$ cat src/rtl/core/dqz_pkg.sv
// dqz_pkg: widths and constants for the int4 zero-point bf16 dequantizer
// no dependencies
`default_nettype none
package dqz_pkg;
  localparam int unsigned ByteW = 8;
  localparam int unsigned Bf16W = 16;
  localparam int unsigned Fp32W = 32;
  localparam int unsigned NibbleW = 4;
  // bf16 pattern of 100.0, the largest magnitude kept
  localparam logic [Bf16W-2:0] LimitMag = 15'h42C8;
  localparam logic [7:0] ExpAllOnes = 8'hFF;
  localparam logic [3:0] NibbleMask = 4'hF;
  localparam logic [Fp32W-1:0] RoundBias = 32'h0000_7FFF;
  // zero point exponent whose lsb lands on 2^-30
  localparam logic [7:0] AlignExp = 8'd104;
  typedef logic [Bf16W-1:0] bf16_t;
  typedef logic [Fp32W-1:0] fp32_t;
endpackage
`default_nettype wire

$ cat src/rtl/core/dqz_chan_if.sv
// dqz_in_if / dqz_out_if: valid-ready channels of the dequantizer
// depends on dqz_pkg
`default_nettype none
interface dqz_in_if import dqz_pkg::*; ();
  logic              valid;
  logic              ready;
  logic [ByteW-1:0]  packed_byte;
  logic              high_nibble;
  bf16_t             scale_bf16;
  bf16_t             zero_point_bf16;
  modport source (output valid, packed_byte, high_nibble, scale_bf16, zero_point_bf16,
                  input ready);
  modport sink (input valid, packed_byte, high_nibble, scale_bf16, zero_point_bf16,
                output ready);
endinterface

interface dqz_out_if import dqz_pkg::*; ();
  logic  valid;
  logic  ready;
  bf16_t weight_bf16;
  modport source (output valid, weight_bf16, input ready);
  modport sink (input valid, weight_bf16, output ready);
endinterface
`default_nettype wire

$ cat src/rtl/core/int4_zero_point_dequant_bf16.sv
// int4_zero_point_dequant_bf16: (q - zp) * scale in fp32, rounded to bf16
// throughput one transaction per cycle while the output is not stalled; six register stages
// (align, subtract, normalize, multiply, count zeros, round) each move when free
// a stall at the output holds the stages; empty stages still fill behind it
// reset (synchronous, rst_n low) clears the stage valid bits only
// depends on dqz_pkg and dqz_chan_if
`default_nettype none
module int4_zero_point_dequant_bf16 import dqz_pkg::*; (
  input  wire logic clk,
  input  wire logic rst_n,
  dqz_in_if.sink    in_ch,
  dqz_out_if.source out_ch
);
  localparam int unsigned NStage = 6;

  logic [NStage-1:0] v_r;
  logic [NStage-1:0] en;

  always_comb begin
    en[NStage-1] = !v_r[NStage-1] || out_ch.ready;
    for (int i = NStage-2; i >= 0; i--) begin
      en[i] = !v_r[i] || en[i+1];
    end
  end

  assign in_ch.ready = en[0];

  always_ff @(posedge clk) begin
    if (!rst_n) begin
      v_r <= '0;
    end else begin
      if (en[0]) v_r[0] <= in_ch.valid;
      for (int i = 1; i < NStage; i++) begin
        if (en[i]) v_r[i] <= v_r[i-1];
      end
    end
  end

  function automatic logic [5:0] clz39(input logic [38:0] x);
    logic [5:0] n;
    n = 6'd39;
    for (int i = 0; i < 39; i++) begin
      if (x[i]) n = 6'(38 - i);
    end
    return n;
  endfunction

  function automatic logic [4:0] clz32(input logic [31:0] x);
    logic [4:0] n;
    n = 5'd31;
    for (int i = 0; i < 32; i++) begin
      if (x[i]) n = 5'(31 - i);
    end
    return n;
  endfunction

  function automatic bf16_t sanitize(input bf16_t x);
    if (x[14:7] == ExpAllOnes || x[14:0] > LimitMag) return '0;
    return x;
  endfunction

  // ---------------- stage 1: nibble pick, sanitize, align zp to 2^-30
  bf16_t       zsan, ssan;
  logic [7:0]  ze_eff;
  logic [7:0]  zm;
  logic [7:0]  rsh;
  logic [36:0] zal;
  logic        zst;
  logic [3:0]  q_sel;

  always_comb begin
    zsan   = sanitize(in_ch.zero_point_bf16);
    ssan   = sanitize(in_ch.scale_bf16);
    ze_eff = (zsan[14:7] == 8'd0) ? 8'd1 : zsan[14:7];
    zm     = {zsan[14:7] != 8'd0, zsan[6:0]};
    q_sel  = in_ch.high_nibble ? (in_ch.packed_byte[7:4] & NibbleMask)
                               : (in_ch.packed_byte[3:0] & NibbleMask);
    rsh    = AlignExp - ze_eff;
    zal    = '0;
    zst    = 1'b0;
    if (ze_eff >= AlignExp) begin
      zal = 37'(zm) << (ze_eff - AlignExp);
    end else if (rsh >= 8'd8) begin
      zst = |zm;
    end else begin
      zal = 37'(zm >> rsh[2:0]);
      zst = ((zm >> rsh[2:0]) << rsh[2:0]) != zm;
    end
  end

  logic [3:0]  q1_r;
  logic [36:0] zal1_r;
  logic        zst1_r;
  bf16_t       z1_r, s1_r;

  always_ff @(posedge clk) begin
    if (en[0]) begin
      q1_r   <= q_sel;
      zal1_r <= zal;
      zst1_r <= zst;
      z1_r   <= zsan;
      s1_r   <= ssan;
    end
  end

  // ---------------- stage 2: fixed point subtract at 2^-31, sticky in bit 0
  logic [38:0] qf, zf, dmag_nxt;
  logic        dsgn_nxt;
  fp32_t       dq0_nxt;

  always_comb begin
    qf = 39'(q1_r) << 31;
    zf = {1'b0, zal1_r, zst1_r};
    if (z1_r[15]) begin
      dmag_nxt = qf + zf;
      dsgn_nxt = 1'b0;
    end else if (qf >= zf) begin
      dmag_nxt = qf - zf;
      dsgn_nxt = 1'b0;
    end else begin
      dmag_nxt = zf - qf;
      dsgn_nxt = 1'b1;
    end
    // q of zero gives -zp exactly, but zero minus a zero is +0
    dq0_nxt = (z1_r[14:0] == 15'd0) ? '0 : {~z1_r[15], z1_r[14:0], 16'd0};
  end

  logic [38:0] dmag2_r;
  logic        dsgn2_r, qz2_r;
  fp32_t       dq0_2_r;
  bf16_t       s2_r;

  always_ff @(posedge clk) begin
    if (en[1]) begin
      dmag2_r <= dmag_nxt;
      dsgn2_r <= dsgn_nxt;
      qz2_r   <= (q1_r == 4'd0);
      dq0_2_r <= dq0_nxt;
      s2_r    <= s1_r;
    end
  end

  // ---------------- stage 3: normalize and round the difference to fp32
  logic [5:0]  dlz;
  logic [38:0] dnorm;
  logic [24:0] dm;
  logic        dround;
  logic [7:0]  dexp;
  fp32_t       diff_nxt;

  always_comb begin
    dlz    = clz39(dmag2_r);
    dnorm  = dmag2_r << dlz;
    dround = dnorm[14] && ((|dnorm[13:0]) || dnorm[15]);
    dm     = 25'(dnorm[38:15]) + 25'(dround);
    // leading one at bit 38-dlz weighs 2^(7-dlz), biased exponent 134-dlz
    dexp   = 8'd133 - 8'(dlz);
    if (qz2_r) begin
      diff_nxt = dq0_2_r;
    end else if (dmag2_r == '0) begin
      diff_nxt = '0;
    end else begin
      diff_nxt = {dsgn2_r, 31'd0} | ((32'(dexp) << 23) + 32'(dm));
    end
  end

  fp32_t diff3_r;
  bf16_t s3_r;

  always_ff @(posedge clk) begin
    if (en[2]) begin
      diff3_r <= diff_nxt;
      s3_r    <= s2_r;
    end
  end

  // ---------------- stage 4: mantissa product
  logic [23:0] md;
  logic [7:0]  ms;
  logic [7:0]  ed_eff, es_eff;

  always_comb begin
    md     = {diff3_r[30:23] != 8'd0, diff3_r[22:0]};
    ms     = {s3_r[14:7] != 8'd0, s3_r[6:0]};
    ed_eff = (diff3_r[30:23] == 8'd0) ? 8'd1 : diff3_r[30:23];
    es_eff = (s3_r[14:7] == 8'd0) ? 8'd1 : s3_r[14:7];
  end

  logic [31:0] p4_r;
  logic [8:0]  esum4_r;
  logic        sg4_r, zr4_r;

  always_ff @(posedge clk) begin
    if (en[3]) begin
      p4_r    <= 32'(md) * 32'(ms);
      esum4_r <= 9'(ed_eff) + 9'(es_eff);
      sg4_r   <= diff3_r[31] ^ s3_r[15];
      zr4_r   <= (md == 24'd0) || (ms == 8'd0);
    end
  end

  // ---------------- stage 5: product leading zeros, exponent and denormal shift
  logic [4:0]        plz;
  logic signed [10:0] pbias;
  logic [7:0]        expf_nxt;
  logic [4:0]        ext_nxt;
  logic signed [10:0] need;

  always_comb begin
    plz   = clz32(p4_r);
    pbias = $signed({2'b00, esum4_r}) - 11'sd126 - $signed({6'd0, plz});
    need  = 11'sd1 - pbias;
    if (pbias >= 11'sd1) begin
      expf_nxt = 8'(pbias - 11'sd1);
      ext_nxt  = 5'd0;
    end else begin
      expf_nxt = 8'd0;
      ext_nxt  = (need > 11'sd26) ? 5'd26 : 5'(need);
    end
  end

  logic [31:0] pn5_r;
  logic [7:0]  expf5_r;
  logic [4:0]  ext5_r;
  logic        sg5_r, zr5_r;

  always_ff @(posedge clk) begin
    if (en[4]) begin
      pn5_r   <= p4_r << plz;
      expf5_r <= expf_nxt;
      ext5_r  <= ext_nxt;
      sg5_r   <= sg4_r;
      zr5_r   <= zr4_r;
    end
  end

  // ---------------- stage 6: round product to fp32, then fp32 to bf16
  logic [63:0] pw;
  logic [24:0] pm;
  logic        pround;
  fp32_t       w32, wsum;

  always_comb begin
    pw     = {pn5_r, 32'd0} >> (6'd8 + 6'(ext5_r));
    pround = pw[31] && ((|pw[30:0]) || pw[32]);
    pm     = 25'(pw[55:32]) + 25'(pround);
    if (zr5_r) begin
      w32 = {sg5_r, 31'd0};
    end else begin
      w32 = {sg5_r, 31'd0} | ((32'(expf5_r) << 23) + 32'(pm));
    end
    wsum = w32 + RoundBias + 32'(w32[16]);
  end

  bf16_t w6_r;

  always_ff @(posedge clk) begin
    if (en[5]) begin
      w6_r <= wsum[31:16];
    end
  end

  assign out_ch.valid       = v_r[NStage-1];
  assign out_ch.weight_bf16 = w6_r;

  // input only blocks when every stage holds a transaction
  a_full_when_blocked: assert property (@(posedge clk) disable iff (!rst_n)
    !in_ch.ready |-> &v_r) else $error("input stalled with an empty stage");

  // |w| <= 11500 keeps the exponent at or below 2^14
  a_out_range: assert property (@(posedge clk) disable iff (!rst_n)
    out_ch.valid |-> out_ch.weight_bf16[14:7] <= 8'd141)
    else $error("weight exponent out of range");

  // sanitized scale never exceeds 100
  a_scale_clean: assert property (@(posedge clk) disable iff (!rst_n)
    v_r[0] |-> s1_r[14:0] <= LimitMag) else $error("scale not sanitized");

  // a stalled output stage keeps its transaction and the stage before it
  a_hold: assert property (@(posedge clk) disable iff (!rst_n)
    v_r[5] && !out_ch.ready && v_r[4] |=> v_r[5] && v_r[4])
    else $error("stage lost under stall");
endmodule
`default_nettype wire

$ cat src/flat_wrapper.sv
// flat-port wrapper written by rule: the top's interface ports become plain ports
module int4_zero_point_dequant_bf16_flat import dqz_pkg::*;
  (clk, rst_n, in_ch_valid, in_ch_packed_byte, in_ch_high_nibble, in_ch_scale_bf16, in_ch_zero_point_bf16, in_ch_ready, out_ch_valid, out_ch_weight_bf16, out_ch_ready);
  dqz_in_if in_ch_i ();
  dqz_out_if out_ch_i ();
  input  wire logic clk;
  input  wire logic rst_n;
  input wire logic [$bits(in_ch_i.valid)-1:0] in_ch_valid;
  input wire logic [$bits(in_ch_i.packed_byte)-1:0] in_ch_packed_byte;
  input wire logic [$bits(in_ch_i.high_nibble)-1:0] in_ch_high_nibble;
  input wire logic [$bits(in_ch_i.scale_bf16)-1:0] in_ch_scale_bf16;
  input wire logic [$bits(in_ch_i.zero_point_bf16)-1:0] in_ch_zero_point_bf16;
  output wire logic [$bits(in_ch_i.ready)-1:0] in_ch_ready;
  output wire logic [$bits(out_ch_i.valid)-1:0] out_ch_valid;
  output wire logic [$bits(out_ch_i.weight_bf16)-1:0] out_ch_weight_bf16;
  input wire logic [$bits(out_ch_i.ready)-1:0] out_ch_ready;
  assign in_ch_i.valid = in_ch_valid;
  assign in_ch_i.packed_byte = in_ch_packed_byte;
  assign in_ch_i.high_nibble = in_ch_high_nibble;
  assign in_ch_i.scale_bf16 = in_ch_scale_bf16;
  assign in_ch_i.zero_point_bf16 = in_ch_zero_point_bf16;
  assign in_ch_ready = in_ch_i.ready;
  assign out_ch_valid = out_ch_i.valid;
  assign out_ch_weight_bf16 = out_ch_i.weight_bf16;
  assign out_ch_i.ready = out_ch_ready;
  int4_zero_point_dequant_bf16 u_core (.clk(clk), .rst_n(rst_n), .in_ch(in_ch_i), .out_ch(out_ch_i));
endmodule
$ cat config.mk
export PLATFORM = sky130hd
export DESIGN_NAME = int4_zero_point_dequant_bf16_flat
export DESIGN_NICKNAME = d
export VERILOG_FILES = /design/src/rtl/core/dqz_pkg.sv /design/src/rtl/core/dqz_chan_if.sv /design/src/rtl/core/int4_zero_point_dequant_bf16.sv /design/src/flat_wrapper.sv
export SDC_FILE = /design/constraint.sdc
export NUM_CORES = 1
export LEC_CHECK = 0
export BUFFER_PORTS_ARGS = -buffer_cell sky130_fd_sc_hd__clkbuf_2
export CAP_MARGIN = 20
export CORE_MARGIN = 1
export CORE_UTILIZATION = 65
export CTS_CLUSTER_SIZE = 40
export DETAILED_ROUTE_END_ITERATION = 7
export PLACE_DENSITY = 0.82
export SYNTH_ARGS = -nofsm -noshare
export SYNTH_HDL_FRONTEND = slang
export SYNTH_SLANG_ARGS = --single-unit
$ cat constraint.sdc
create_clock -name clk -period 7 [get_ports clk]
set_clock_uncertainty 0.1 [all_clocks]
set_input_delay 1.4 -clock clk [delete_from_list [all_inputs] [get_ports clk]]
set_output_delay 1.4 -clock clk [all_outputs]
set_load 0.01 [all_outputs]
# After elaboration in Yosys (flattened, before gate mapping)
# Cells that the tools add are included.
# word_totals
reg_bits	323
output_inout_bits	18
elab_cells	194
# op_classes
n_addsub	18
n_mul	1
n_lt_le_gt_ge	7
n_eq_ne	3
n_shift	7
mux	90
n_bitwise	4
reduce_logical	34
# op_table
operator	n
2-to-1 mux 6 bit	32
2-to-1 mux 32 bit	3
2-to-1 mux 5 bit	17
2-to-1 mux 39 bit	2
2-to-1 mux 37 bit	2
adder 31 x 25 -> 32 bit	2
2-to-1 mux 16 bit	4
OR 32 bit	2
right shift 64 x 6 -> 56 bit	1
adder 24 x 1 -> 25 bit	2
adder 35 x 38 -> 39 bit	1
logical NOT 39 bit	1
<< shifter 39 x 6 -> 39 bit	1
subtractor 35 x 38 -> 39 bit	1
subtractor 38 x 35 -> 39 bit	1
>= comparator 35 x 38 -> 1 bit	1
<< shifter 8 x 8 -> 37 bit	1
right shift 8 x 3 -> 37 bit	1
2-to-1 mux 4 bit	9
adder 32 x 1 -> 32 bit	1
adder 32 x 15 -> 32 bit (second input constant)	1
logical NOT 8 bit	4
multiplier 24 x 8 -> 32 bit	1
<< shifter 32 x 5 -> 32 bit	1
35 further kinds	72

# Logic depth before layout (Yosys ltp)
# Gate-level depths: netlist (run 1).
# depth
ltp_word	48
depth_mapped	25
mapped_depth_nobuf	23

# Least setup slack after synthesis (run 1)
# OpenSTA, ideal clock, no wires.
# synth_path
path_type	reg2reg
start	register u_core.s3_r[14]
end	register u_core.p4_r[31], data pin
setup_time_ns	0.260
arrival_ns	5.377
t_required_ns	6.640
slack_ns	1.263
stages_incl_launch_ff	22
path_buffers	1
cell_sequence	edfxtp_1 > nor4_1 > nand2_1 > clkbuf_1 > nand2_1 > fa_1 > fa_1 > fa_1 > inv_1 > fa_1 > ha_1 > a21bo_2 > a21oi_1 > o2111ai_1 > a311oi_1 > o31ai_1 > o211ai_1 > a31oi_1 > o21ai_0 > a21o_1 > a21oi_1 > xnor2_1
# synth_between
elab_chain_cells	2
# synth_rtl
item	line_no	rtl
from (decl)	int4_zero_point_dequant_bf16.sv:168	bf16_t s3_r;
from (signal assigned)	int4_zero_point_dequant_bf16.sv:173	s3_r <= s2_r;
nonzero test 8 bit	int4_zero_point_dequant_bf16.sv:184	ms = {s3_r[14:7] != 8'd0, s3_r[6:0]};
multiplier 24 x 8 -> 32 bit	int4_zero_point_dequant_bf16.sv:195	p4_r <= 32'(md) * 32'(ms);
to (signal assigned)	int4_zero_point_dequant_bf16.sv:195	
to (decl)	int4_zero_point_dequant_bf16.sv:189	logic [31:0] p4_r;
# Every way passes these cells.
# A chain may end at the register's enable or synchronous reset.

# Worst setup path in the final report (run 1)
# layout_path
start	register u_core.s3_r[10]
end	register u_core.p4_r[31], data pin
# Same word-level chain as after synthesis.

==> results of run 1 <==
==> worst register-to-register path, delay by kind of cell (launching register included) <==
kind | cells | cell delay [ps]
fa+ha+maj | 5 | 2350
simple gates | 3 | 880
flops | 1 | 400
buf+inv | 1 | 60
xor+xnor | 1 | 130
compound gates | 10 | 2370
==> power by group <==
part,internal [mW],switching (mW),total (mW)
sequential,2.84,0.681,3.52
clock,0.975,0.755,1.73
combinational,3.75,5.37,9.11
total,7.56,6.80,14.4
==> cell type report <==
type	count	area [sq um]	share of cell area, %
flip-flops and latches	307	9159	29.90
diodes	1	2.502	0.008170
clock buffers	48	924.6	3.019
repair buffers	111	718.2	2.345
multi-input cells	2374	18150	59.25
well taps	592	740.7	2.418
inverters	213	799.5	2.610
clock inverters	14	138.9	0.4534
==> how the worst min path moves through the flow <==
stage                     slack [ps]      startpoint             end  cells after the start
after CTS                        310  u_core.s1_r[6]  u_core.s2_r[6]                      0
after floorplan                  300  u_core.s1_r[0]  u_core.s2_r[0]                      0
final                            320  u_core.s1_r[6]  u_core.s2_r[6]                      0
after global routing             320  u_core.s2_r[4]  u_core.s3_r[4]                      0
after global placement           300  u_core.s1_r[2]  u_core.s2_r[2]                      0
after detailed placement         310    u_core.sg4_r    u_core.sg5_r                      0
==> registers in the layout, summed over array words and instances (netlist names), 6 cells and up <==
name,flops
u_core.zal1_r,37
u_core.dmag2_r,39
u_core.pn5_r,32
u_core.s2_r,16
u_core.s1_r,16
u_core.z1_r,16
u_core.dq0_2_r,16
u_core.v_r,6
u_core.s3_r,16
u_core.out_ch.weight_bf16,16
u_core.expf5_r,8
u_core.diff3_r,32
u_core.p4_r,32
u_core.esum4_r,9
==> per-layer routing <==
layer / wire, um / GRT usage (%) / vias to the layer above
met5: 0 / 0 / -
met4: 3718 / 15.81 / 0
met3: 6501 / 5.595 / 270
met2: 39930 / 60.54 / 1339
met1: 30930 / 44.77 / 11950
li1: - / - / 11190
==> cells by family after synthesis <==
kind of cell,count (synthesis)
AO/OA/AOI/OAI,674
AND/OR/NAND/NOR,1141
adder cells (fa/ha/maj),227
XOR/XNOR,136
multiplexers,196
buffers and inverters,439
flip-flops,307
==> per-stage QoR <==
stage	util, %	instances	instance area (sq um)	hold WS, ps
global placement	66.71	3594	29500	303.5
CTS	69.12	3656	30570	310.8
finish	69.27	3660	30630	318.5
floorplan	-	3120	29100	300.3
detailed placement	66.71	3594	29500	305.2
global route	69.26	3659	30630	322.9
==> cell usage after synthesis (all sizes together), types with 18 or more instances <==
cell	n	share of area, %
mux4	34	2.6
a311oi	18	0.67
edfxtp	301	31
a21o	24	0.62
or4	20	0.53
inv	210	2.7
nor3	92	1.6
o21ai	142	2.5
a31oi	25	0.54
clkbuf	153	2.0
o22ai	25	0.54
o31ai	30	0.77
nand4	29	0.70
mux2	43	1.7
and2	117	2.5
xnor2	78	2.3
fa	136	9.4
and3	33	0.71
nor4	59	1.6
nand2	312	4.1
mux2i	119	4.1
nor2b	51	1.1
nand3	105	1.9
xor2	58	1.7
buf	73	1.5
ha	91	3.9
nand2b	25	0.54
nor2	247	3.3
o211ai	39	1.1
a21oi	136	2.4
a211oi	30	0.81
==> impl_metrics.ini, run 1 <==
[status]
status = complete, no violations

[sta]
fin_crit_ps = 6517
clock.fmax_mhz = 153.4
worst_pin_slew_ps = 1116
report.final.hold_viol_count = 0
slew_headroom_pct = 25.11
rsz0062_at_grt = false
setup_viol = 0
worst_slack_ps = 482.5
fin_tns_setup_ps = 0
finalMaxSlewViolations = 0
fin_crit_sh_pct = 93.11

[setup_path]
crit_fanout = 4
r2r_start = u_core.s3_r[10]
crit_top_cell = fa_1
cp_data_required_time_ps = 7210
cp_data_arrival_time_ps = 6730
crit_chain = nor4_1 > nand2_1 > nand2_1 > fa_1 > fa_1 > fa_1 > inv_1 > fa_1 > ha_1 > a21bo_2 > a21oi_1 > o2111ai_1 > a311oi_1 > o31ai_1 > o211ai_1 > a31oi_1 > o21ai_0 > a21o_1 > a21oi_1 > xnor2_1
critPathLaunch = u_core.s3_r[10]
cp-start-kind = flop
cp_slowest_cell = fa_1
critPathKind = reg -> reg
rrSetupSlack_ps = 480
path_depth = 20
reg2reg_to = u_core.p4_r[31]
max_stage_delay_ps = 570
path_buf_inv = 1
cp-endpoint = u_core.p4_r[31]
rr_worst_depth = 20
cp_top_family = compound AO/OA/AOI/OAI gates
crit_path_end_kind = flop

[synthesis]
async_reset_ff_share_pct = 0
yosys.area_share.simple_pct = 19.91
synth_edf_count = 301
synth_fp_nets = 3392
seq_area_frac_synth_pct = 31.48
synth_ff_type = edfxtp_1
synth-adder-area-share_pct = 13.27
synth_cell_types = 115
ys_warn_count = 0
synth_top_family_by_area = simple AND/OR/NAND/NOR gates
synthMuxAreaShare_pct = 8.433
synth-xor-area-share_pct = 4.094
synth_compound_area_share_pct = 16.56
synthesis.instances = 3120
syn_avg_cell_area_sq_um = 9.325
synth_area_sq_um = 29100
synth_seq_cells = 307

[route]
first_pass_iters = 6
drt.antenna.violating_nets = 0
drcViolationCount = 0
drt_iter0_drc = 2789
via_per_inst = 6.760
wire_per_inst_um = 22.15
routed_wl_um = 81080
routed-via-count = 24740

[clocking]
post_cts_buffers = 0
cts_hold_buffers = 0
cts_tree = yes
post_cts_resized = 0
h-tree-depth = 2
insertion_delay_ps = 560
path_clk_slew_ps = 60
ctsRootBufferMaster = clkbuf_16
cts_buffers = 35
clock-sinks = 307
cts_max_path_buffers = 3

[global_route]
antenna_found_initial = 0
grt_use_total_pct = 35.55
grt_pass1_wl_um = 127400
grt_pass1_vias = 23800
grt_max_degree = 74
overflow = 0

[floorplanning]
die_area_sq_um = 45610
floorplan.rows = 77
num_io_pins = 63
die_w_um = 213.6
start_util_pct = 65.80
coreArea_sq_um = 44220
die_y_um = 213.6

[placement]
pre_cts_slack_ps = 611.6
dp_hpwl_um = 60370
io_buffers = 62
gp_congestion = 0.9637

[run]
maxCapViolCount = 0

[power]
powerDensity_nw_per_um2 = 468.9
vdd_ir_drop_max_mv = 0.3024
p_total_mw = 14.36
p_leak_nw = 12.64

[finish]
layout-drive-gt1-share_pct = 10.60
layout_common_cells = nand2_1, edfxtp_1, nor2_1
fin_nets = 3314
nFillCells = 3284
layout_commonest_cell = nand2_1
area_delta_synth_final_pct = 5.276

[min_path]
hp-class = reg -> reg
(Power assumes the default switching activity.)
==> run 2, diff against run 1 <==
--- a/config.mk
+++ b/config.mk
@@ -5,6 +5,7 @@
 export SDC_FILE = /design/constraint.sdc
 export NUM_CORES = 1
 export LEC_CHECK = 0
+export ABC_AREA = 1
 export BUFFER_PORTS_ARGS = -buffer_cell sky130_fd_sc_hd__clkbuf_2
 export CAP_MARGIN = 20
 export CORE_MARGIN = 1
==> impl_metrics.ini, run 2 <==
[power]
p_leak_nw = 14.40
vdd_ir_drop_max_mv = 0.3769
powerDensity_nw_per_um2 = 505.6

[global_route]
grt_pass1_wl_um = 112900
grt_max_degree = 56
overflow = 0
grt_pass1_vias = 23100
grt_use_total_pct = 32.53
antenna_found_initial = 1

[synthesis]
synth-xor-area-share_pct = 3.405
synth_compound_area_share_pct = 9.578
synthMuxAreaShare_pct = 0.7091
yosys.area_share.simple_pct = 28.25
synth_fp_nets = 3981
yosysTopAreaCell = edfxtp_1
synth_top_family_by_area = simple AND/OR/NAND/NOR gates
synth-adder-area-share_pct = 14.03
synth_seq_cells = 307
synth_ff_type = edfxtp_1
synthesis.instances = 3709
synth_cell_types = 74
ys_warn_count = 0
yosysMostFrequentCell = nand2_1
synth_area_leaders = edfxtp_1, nand2_1, fa_1
synth_edf_count = 301
syn_avg_cell_area_sq_um = 7.421
synth_area_sq_um = 27530
async_reset_ff_share_pct = 0
synth_commonest_cells = nand2_1, inv_1, nor2_1
seq_area_frac_synth_pct = 33.27
synthDominantCellAreaShare_pct = 32.84

[clocking]
clock-sinks = 307
path_clk_slew_ps = 60
h-tree-depth = 2
ctsRootBufferMaster = clkbuf_16
post_cts_resized = 0
cts_buffers = 35
cts_hold_buffers = 0
cts_tree = yes
cts_max_path_buffers = 3
insertion_delay_ps = 560
post_cts_buffers = 0

[run]
maxCapViolCount = 0

[setup_path]
critPathKind = reg -> reg
crit_path_end_kind = flop
crit_fanout = 4
max_stage_delay_ps = 580
cp-start-kind = flop
cp_slowest_cell = or4_1
cp_data_required_time_ps = 7200
crit_top_cell = nand2_1
cp_data_arrival_time_ps = 6690

[sta]
slew_headroom_pct = 29.15
worst_pin_slew_ps = 1059
fin_crit_sh_pct = 92.72
fin_tns_setup_ps = 0
clock.fmax_mhz = 154.1
finalMaxSlewViolations = 0
setup_viol = 0
fin_crit_ps = 6490
rsz0062_at_grt = false
report.final.hold_viol_count = 0

[status]
status = finished, violations left
violations = design-rule violations

[finish]
nFillCells = 3470
fin_nets = 3946
diodes = 0
layout_common_cells = nand2_1, inv_1, nor2_1
layout.cells.non_filler = 4239
layout-drive-gt1-share_pct = 7.378
area_delta_synth_final_pct = 6.478
top_regs = u_core.dmag2_r (39), u_core.zal1_r (37)
final_util_pct = 70.03
top_register = u_core.dmag2_r
layout_commonest_cell = nand2_1
final_area_sq_um = 29310
largest_reg_flops = 39

[route]
drt.antenna.violating_nets = 0
drt_iter0_drc = 2066
routed_wl_um = 70110
drcViolationCount = 10
wire_per_inst_um = 16.54
via_per_inst = 5.738
first_pass_iters = 8
routed-via-count = 24320

[placement]
dp_hpwl_um = 53880
place_area_sq_um = 28100
gp_congestion = 0.9698
io_buffers = 62
dp.cells = 4176

[floorplanning]
die_w_um = 207.8
floorplan.rows = 75
die_y_um = 207.8
num_io_pins = 63
die_area_sq_um = 43170
start_util_pct = 65.77
coreArea_sq_um = 41850

[min_path]
hp-class = reg -> reg
[run 2: worst max-delay path: cells and delay by family (launching register included)]
kind / cells / cell delay (ps)
AND/OR/NAND/NOR: 16 / 2040
buffers and inverters: 2 / 200
adder cells (fa/ha/maj): 5 / 2320
XOR/XNOR: 1 / 130
AO/OA/AOI/OAI: 7 / 1010
flip-flops: 1 / 400
[run 2: cell families (layout without fill, tap and decap cells)]
group	Yosys count	after routing
AO/OA/AOI/OAI	468	468
XOR/XNOR	107	107
adder cells (fa/ha/maj)	227	227
buffers and inverters	757	748
flip-flops	307	307
multiplexers	19	19
AND/OR/NAND/NOR	1824	1824
[run 2: metal layers]
layer / part of all wire [%] / track usage (%) / vias up / wire length [um]
li1: - / - / 11920 / -
met1: 40 / 39.49 / 11300 / 27700
met2: 51 / 58.94 / 896 / 35600
met3: 5.8 / 3.404 / 206 / 4068
met4: 3.9 / 13.33 / 2 / 2724
met5: 0.014 / 0 / - / 10
[run 2: area by class of cell]
cell class | instances | area, sq um | area share, %
inverters | 581 | 2190 | 7.471
repair buffers | 104 | 638.1 | 2.177
flip-flops and latches | 307 | 9159 | 31.25
well taps | 539 | 674.4 | 2.301
clock inverters | 24 | 287.8 | 0.9819
clock buffers | 39 | 900.9 | 3.074
multi-input cells | 2645 | 15460 | 52.75
[run 2: per-stage QoR]
step	total power [mW]	setup slack, ps	hold WS [ps]
2_1_floorplan	10.67	89.39	300.3
3_3_place_gp	12.60	355.9	303.2
3_5_place_dp	12.81	226.3	304.5
4_1_cts	14.78	209.0	314.5
5_1_grt	16.29	25.19	314.3
6_report	14.82	509.8	310.0
[run 2: report_power, final]
group / internal [mW] / total, mW / switching [mW] / leakage (nW)
combinational: 3.49 / 9.46 / 5.98 / 10.4
clock: 1.10 / 1.88 / 0.785 / 0.569
sequential: 2.95 / 3.47 / 0.523 / 3.44
[run 2: final timing paths]
kind / startpoint / end / slack (ps) / depth (start not counted)
min: u_core.sg4_r / u_core.sg5_r / 310 / 0
max reg2reg: u_core.s3_r[13] / u_core.p4_r[30] / 510 / 31
min reg2reg: u_core.sg4_r / u_core.sg5_r / 310 / 0
max: u_core.s3_r[13] / u_core.p4_r[30] / 510 / 31
